===== config.mk =====
export PLATFORM = sky130hd
export DESIGN_NAME = tcr_ctrl
export DESIGN_NICKNAME = d
export VERILOG_FILES = /design/src/hw/rtl/tcr_pkg.sv /design/src/hw/rtl/tcr_ctrl.sv
export SDC_FILE = /design/constraint.sdc
export NUM_CORES = 1
export LEC_CHECK = 0
export BUFFER_PORTS_ARGS = -buffer_cell sky130_fd_sc_hd__buf_4
export CORE_MARGIN = 1
export CORE_UTILIZATION = 53
export CTS_CLUSTER_SIZE = 12
export DETAILED_ROUTE_END_ITERATION = 6
export PLACE_DENSITY = 0.87
export SLEW_MARGIN = 20
export SYNTH_ARGS = -nofsm -noshare
export SYNTH_HDL_FRONTEND = slang
export SYNTH_SLANG_ARGS = --single-unit

===== constraint.sdc =====
create_clock -name clk -period 2.2 [get_ports clk]
set_input_delay 0.44 -clock clk [delete_from_list [all_inputs] [get_ports clk]]
set_output_delay 0.44 -clock clk [all_outputs]
set_load 0.005 [all_outputs]

===== src/hw/rtl/tcr_pkg.sv =====
// ----------------------------------------------------------------------------
// Tricubic sampler package
// Shared constants, codes and controller/datapath link types.
// ----------------------------------------------------------------------------
`timescale 1ns / 1ps
`default_nettype none
package tcr_pkg;

  localparam int DEF_MAX_DIM      = 32;
  localparam int DEF_SAMPLE_WIDTH = 32;
  localparam int DEF_FRAC_BITS    = 16;

  localparam int CELL_W     = 5;
  localparam int POINT_W    = 32;
  localparam int SIZE_W     = 6;
  localparam int CFG_IDX_W  = 3;
  localparam int CFG_DATA_W = 32;
  localparam int TAP_W      = 6;

  localparam logic OP_WRITE = 1'b0;
  localparam logic OP_QUERY = 1'b1;

  localparam logic [CFG_IDX_W-1:0] CFG_GRID_X   = 3'd0;
  localparam logic [CFG_IDX_W-1:0] CFG_GRID_Y   = 3'd1;
  localparam logic [CFG_IDX_W-1:0] CFG_GRID_Z   = 3'd2;
  localparam logic [CFG_IDX_W-1:0] CFG_ORIGIN_X = 3'd3;
  localparam logic [CFG_IDX_W-1:0] CFG_ORIGIN_Y = 3'd4;
  localparam logic [CFG_IDX_W-1:0] CFG_ORIGIN_Z = 3'd5;
  localparam logic [CFG_IDX_W-1:0] CFG_INV_SP   = 3'd6;

  typedef struct packed {
    logic             capture;
    logic             mem_wr;
    logic             split_issue;
    logic [1:0]       axis;
    logic             sq;
    logic             cube;
    logic             wgt;
    logic             tap_issue;
    logic [TAP_W-1:0] tap;
    logic             res_load;
  } cmd_t;

  typedef struct packed {
    logic busy;
  } sts_t;

endpackage
`default_nettype wire


===== src/hw/rtl/tcr_ctrl.sv =====
// ----------------------------------------------------------------------------
// Tricubic sampler controller
// Sequences split, weight and tap phases; owns the handshakes.
// ----------------------------------------------------------------------------
`timescale 1ns / 1ps
`default_nettype none
module tcr_ctrl import tcr_pkg::*; (
  input  logic clk,
  input  logic rst,
  input  logic in_valid,
  input  logic in_operation,
  output logic in_ready,
  output logic out_valid,
  input  logic out_ready,
  output cmd_t cmd,
  input  sts_t sts
);
  typedef enum logic [7:0] {
    S_IDLE  = 8'b0000_0001,
    S_SPLIT = 8'b0000_0010,
    S_SQ    = 8'b0000_0100,
    S_CUBE  = 8'b0000_1000,
    S_WGT   = 8'b0001_0000,
    S_TAPS  = 8'b0010_0000,
    S_DRAIN = 8'b0100_0000,
    S_DONE  = 8'b1000_0000
  } state_t;

  state_t            state, state_next;
  logic [TAP_W-1:0]  cnt, cnt_next;
  logic [1:0]        axis, axis_next;
  logic              out_valid_next;
  logic              accept;

  assign in_ready = (state == S_IDLE);
  assign accept   = in_valid && in_ready;

  always_comb begin
    state_next     = state;
    cnt_next       = cnt;
    axis_next      = axis;
    out_valid_next = out_valid && !out_ready;
    cmd            = '0;
    cmd.axis       = axis;
    cmd.tap        = cnt;
    case (state)
      S_IDLE: begin
        if (accept) begin
          if (in_operation == OP_QUERY) begin
            cmd.capture = 1'b1;
            cnt_next    = '0;
            state_next  = S_SPLIT;
          end else begin
            cmd.mem_wr = 1'b1;
          end
        end
      end
      S_SPLIT: begin
        cmd.axis        = cnt[1:0];
        cmd.split_issue = (cnt != TAP_W'(3));
        cnt_next        = cnt + TAP_W'(1);
        if (cnt == TAP_W'(3)) begin
          axis_next  = 2'd0;
          state_next = S_SQ;
        end
      end
      S_SQ: begin
        cmd.sq     = 1'b1;
        state_next = S_CUBE;
      end
      S_CUBE: begin
        cmd.cube   = 1'b1;
        state_next = S_WGT;
      end
      S_WGT: begin
        cmd.wgt = 1'b1;
        if (axis == 2'd2) begin
          cnt_next   = '0;
          state_next = S_TAPS;
        end else begin
          axis_next  = axis + 2'd1;
          state_next = S_SQ;
        end
      end
      S_TAPS: begin
        cmd.tap_issue = 1'b1;
        cnt_next      = cnt + TAP_W'(1);
        if (cnt == '1) state_next = S_DRAIN;
      end
      S_DRAIN: begin
        if (!sts.busy) state_next = S_DONE;
      end
      S_DONE: begin
        if (!out_valid || out_ready) begin
          cmd.res_load   = 1'b1;
          out_valid_next = 1'b1;
          state_next     = S_IDLE;
        end
      end
      default: state_next = S_IDLE;
    endcase
  end

  always_ff @(posedge clk) begin
    if (rst) begin
      state     <= S_IDLE;
      cnt       <= '0;
      axis      <= '0;
      out_valid <= 1'b0;
    end else begin
      state     <= state_next;
      cnt       <= cnt_next;
      axis      <= axis_next;
      out_valid <= out_valid_next;
    end
  end
endmodule
`default_nettype wire


After elaboration in Yosys (flattened, before gate mapping). Index checks and enable logic that the tools add are counted.

Register bits: 17. Bits of input ports: 6. Output and inout port bits: 18. Word-level logic and storage cells: 65.

$add $sub $neg: 2. Eq/ne operators: 20. Multiplexer cells: 28. Reductions and logical operators: 11.

Operators by type and width (number): $pmux W8 S8 (1); $mux W8 (6); $mux W6 (4); $pmux W6 S3 (1); $ne A2 B2 Y1 const B (7); $mux W1 (10); $eq A8 B1 Y1 const B (1); $eq A8 B2 Y1 const B (1); $eq A8 B3 Y1 const B (1); $eq A8 B4 Y1 const B (1); $eq A8 B5 Y1 const B (1); $eq A8 B6 Y1 const B (1); $eq A8 B7 Y1 const B (1); $eq A8 B8 Y1 const B (1); $mux W2 (4); $add A6 B1 Y6 const B (1); $eq A6 B2 Y1 const B (1); $eq A6 B6 Y1 const B (1); $ne A6 B2 Y1 const B (1); $reduce_and A6 Y1 (1); $pmux W2 S2 (1); $reduce_and A4 Y1 (1); $mux W3 (1); $reduce_and A3 Y1 (1); 9 further kinds (11).

Logic depth before layout (Yosys ltp).
Depth in word-level cells: 4. Mapped depth: 7. Gate-level depth less buffers: 7.

Least setup slack after synthesis. No wires, ideal clock.

Kind: register to register. Start: register cnt[0]. End: register state[0]. Library setup time: 0.058 ns. Data arrival time: 1.842 ns. Data required time: 2.142 ns. Slack: 0.300 ns. Cell stages (with the launch flop): 7. Path buffers: 0. Period minus slack after synthesis: 1.900 ns. Cell sequence: dfxtp_1 -> ha_1 -> or4b_4 -> o211ai_4 -> nand4_4 -> a2111oi_2 -> or2_1.

Longest elaborated chain between the ends: 3. Elaborated cells on any way between the ends: 5. Classes of those cells: eq/ne: 4; reduce/logical: 1.

Ends and longest elaborated chain: from (decl) (RTL line tcr_ctrl.sv:30) `logic [TAP_W-1:0] cnt, cnt_next;`; from (signal assigned) (RTL line tcr_ctrl.sv:112) `cnt <= cnt_next;`; $eq A6 B6 Y1 / $eq A6 B2 Y1 (equally long branches) (RTL line tcr_ctrl.sv:88, tcr_ctrl.sv:62); $ne A2 B2 Y1 (no source line); $reduce_and A6 Y1 (no source line) *; to (signal assigned) (RTL line tcr_ctrl.sv:111) `state <= state_next;`; to (decl) (RTL line tcr_ctrl.sv:29) `state_t state, state_next;`.

Mark *: on every way between the ends. The rest lies on a longest branch, timed or not. A chain may end at the register's enable or synchronous reset.

==> out/qor.txt <==
class of the worst hold path: primary input to flip-flop
highest achievable clock rate: 470 MHz
final clock period utilization by the worst path: 96.7%
sequential share of the synthesized area: 30.3%
Avg Synthesized Cell Area: 8.45 um^2
cell area after layout: 1430 um^2
insertion delay of the later-clocked pin in the worst-skew pair: 0.30 ns
number of instances on the worst hold path: 2
share of synthesized flip-flops with an asynchronous set or reset: 0%
total of buffers placed on input and output ports: 23
H-Tree Level Count: 1
most frequent cells in the layout: 32 x sky130_fd_sc_hd__buf_4, 17 x sky130_fd_sc_hd__nor2_1, 14 x sky130_fd_sc_hd__nand2_1
unique cell type count in the Yosys netlist: 45
dpl cell area: 1330 um^2
kind of start point of the critical path: flip-flop
highest ir drop seen on vdd: 0.000618 V
number of antenna violations at the first check in global routing: 0
internal reg-to-reg setup slack: 0.29 ns
final routed DRC violation total: 0
static leakage: 0.574 nW
clock period minus worst slack: 2.13 ns
count of antenna-violating nets left after detailed routing: 0
total nets after synthesis: 141
number of sinks handled by clock tree synthesis: 17
number of buffers between clock root and the deepest sink: 2
dominant synthesized flop cell: sky130_fd_sc_hd__dfxtp_1
XOR/XNOR share of the synthesized area: 0.780%
ratio of cells with drive above 1 in the final layout: 33.3%
DR vias: 1,112
most common library cell in the layout ignoring fill and taps: sky130_fd_sc_hd__buf_4
starting density of the core: 56.7%
RePlAce Congestion: 0.850
Worst Setup End Kind: primary output
nets: 171
YS warnings: 0
critical path required time: 1.76 ns
clock tree from TritonCTS: yes
length of the first detailed-routing pass in iterations: 4
synthesis-to-finish area growth: 27.5%
CP Max Fanout: 6
die height: 48.0 um
Post-synth EDFFs: 0
remaining global-route overflow: 0
Routed Wire Length: 2660 um
start point of the worst hold path: rst
via density per instance: 5.88
post-synth design cell area: 1120 um^2
largest net degree at the start of global routing: 18
post-synthesis simple-gate area fraction: 38.0%
number of antenna diodes: 0
sum of negative setup slack: 0 ns
first-pass GRT wire length: 4000 um
startpoint of the most critical register-to-register path: cnt[1]
worst-margin pin slew: 0.422 ns
share of the synthesized area in compound gates (AO/OA/AOI/OAI): 19.3%
number of standard cells after synthesis: 133
count of cells along the worst register-to-register path: 7
Max-slew headroom: 71.7%
row count: 16
library cell occupying the most area in the post-synthesis netlist: sky130_fd_sc_hd__dfxtp_1
Setup violations, final: 0
Final Hold Fails: 0
count of hold-fix buffers inserted at cts: 0
placed wire-length estimate: 1880 um
Pwr per Cell Area: 676 nW/um^2
total global-route track usage: 25.5%
post-synthesis adder-cell area fraction: 2.23%
synthesis-stage register bit count: 17
IO Pins: 24
max cap viols: 0
via count of the first global-routing pass: 921
total clock buffers created by CTS: 3
clock root buffer: sky130_fd_sc_hd__clkbuf_4
final-layout fill cell count: 150
endpoint of the worst-slack reg-to-reg timing path: state[0]
Placeable Area: 1980 um^2
Crit path arrival time: 1.69 ns
worst setup skew after layout: 0.00689 ns
worst-case hold path end point: cnt[1]
average detailed-routed wire length per instance: 14.1 um
clock transition at the register clock pins on the worst setup and hold paths after CTS: 0.10 ns
combinational family with the most area after synthesis: simple AND/OR/NAND/NOR gates
width of the die: 48.0 um
top cell type's share of synthesized area: 30.3%
multiplexer share of the synthesized area: 4.68%
outcome: finished clean
starting DRC count in detailed routing: 23
Pins Over Slew Limit: 0
die outline area: 2310 um^2
synth top area cells: sky130_fd_sc_hd__dfxtp_1 30%, sky130_fd_sc_hd__nor2_1 5.7%, sky130_fd_sc_hd__nand2_1 4.7%
critical path start-end classification: flip-flop to primary output
logic make-up after synthesis:
kind of cell | after synthesis
buffers and inverters | 11
muxes | 5
AOI/OAI and AO/OA | 28
DFF | 17
xor gates and xnor gates | 1
and+or+nand+nor | 69
adders and majority gates | 2
registers in the layout (all words and copies together), names as in the netlist:
register and cells:
state 8, cnt 6, axis 2, out_valid 1
worst max path at each step:
stage             start  slack (ns)       end  cells past startpoint
2_1_floorplan    cnt[0]        0.30  state[0]                      6
3_3_place_gp     cnt[1]        0.20   cmd[13]                      5
3_5_place_dp     cnt[1]        0.12   cmd[13]                      5
4_1_cts          cnt[0]       0.008   cmd[13]                      5
5_1_grt        state[5]      -0.008   cmd[10]                      5
6_report         cnt[1]        0.07   cmd[13]                      5
through the flow:
step                total power, mW  setup slack, ns  hold slack (ns)  std cells  utilization, %
floorplan                     0.641            0.300            0.454        133               -
global placement              0.738            0.195            0.479        181            67.0
detailed placement            0.750            0.120            0.493        181            67.0
CTS                           0.933          0.00801            0.420        186            70.1
global route                   1.04         -0.00792            0.436        189            72.3
finish                        0.969           0.0716            0.426        189            72.3
worst max-delay path, cell delays in order (launching register included):
cell and delay (ns):
sky130_fd_sc_hd__dfxtp_4 0.37, sky130_fd_sc_hd__ha_4 0.15, sky130_fd_sc_hd__or4b_4 0.48, sky130_fd_sc_hd__o211ai_4 0.18, sky130_fd_sc_hd__inv_1 0.07, sky130_fd_sc_hd__buf_4 0.13
timing repair:
action                     CTS  global route
pin swaps                    2             3
resized for setup            5             7
setup endpoints to repair    4             7
buffers inserted             1             3
Yosys cell counts (3+ instances only):
cell                        n
sky130_fd_sc_hd__o21ai_0    6
sky130_fd_sc_hd__nand2b_1   3
sky130_fd_sc_hd__a21oi_1    3
sky130_fd_sc_hd__nand3_1    4
sky130_fd_sc_hd__mux2i_1    3
sky130_fd_sc_hd__nor2_1    17
sky130_fd_sc_hd__nor3b_1    6
sky130_fd_sc_hd__clkbuf_1   3
sky130_fd_sc_hd__inv_1      4
sky130_fd_sc_hd__a311oi_1   5
sky130_fd_sc_hd__nand2_1   14
sky130_fd_sc_hd__nor2b_1    4
sky130_fd_sc_hd__dfxtp_1   17
final cells by class:
type | instances | area [um^2] | share of cell area [%]
inverter | 4 | 15.0 | 1.05
timing repair buffer | 32 | 240 | 16.8
multi-input combinational | 105 | 767 | 53.5
clock buffer | 3 | 22.5 | 1.57
clock inverter | 1 | 5.00 | 0.349
tap | 27 | 33.8 | 2.36
sequential | 17 | 349 | 24.4
metal layers:
metal / routed length [um] / track usage, %
met2: 1270 / 40.8
met4: 41 / 12.2
met5: 0 / 0
met3: 111 / 3.40
met1: 1230 / 33.6
where the power goes:
group          internal (mW)  leakage, nW  switching (mW)
registers              0.328        0.139          0.0439
clock network         0.0679       0.0177           0.108
logic                  0.205        0.417           0.217
Power figures use the tool's default switching activity.
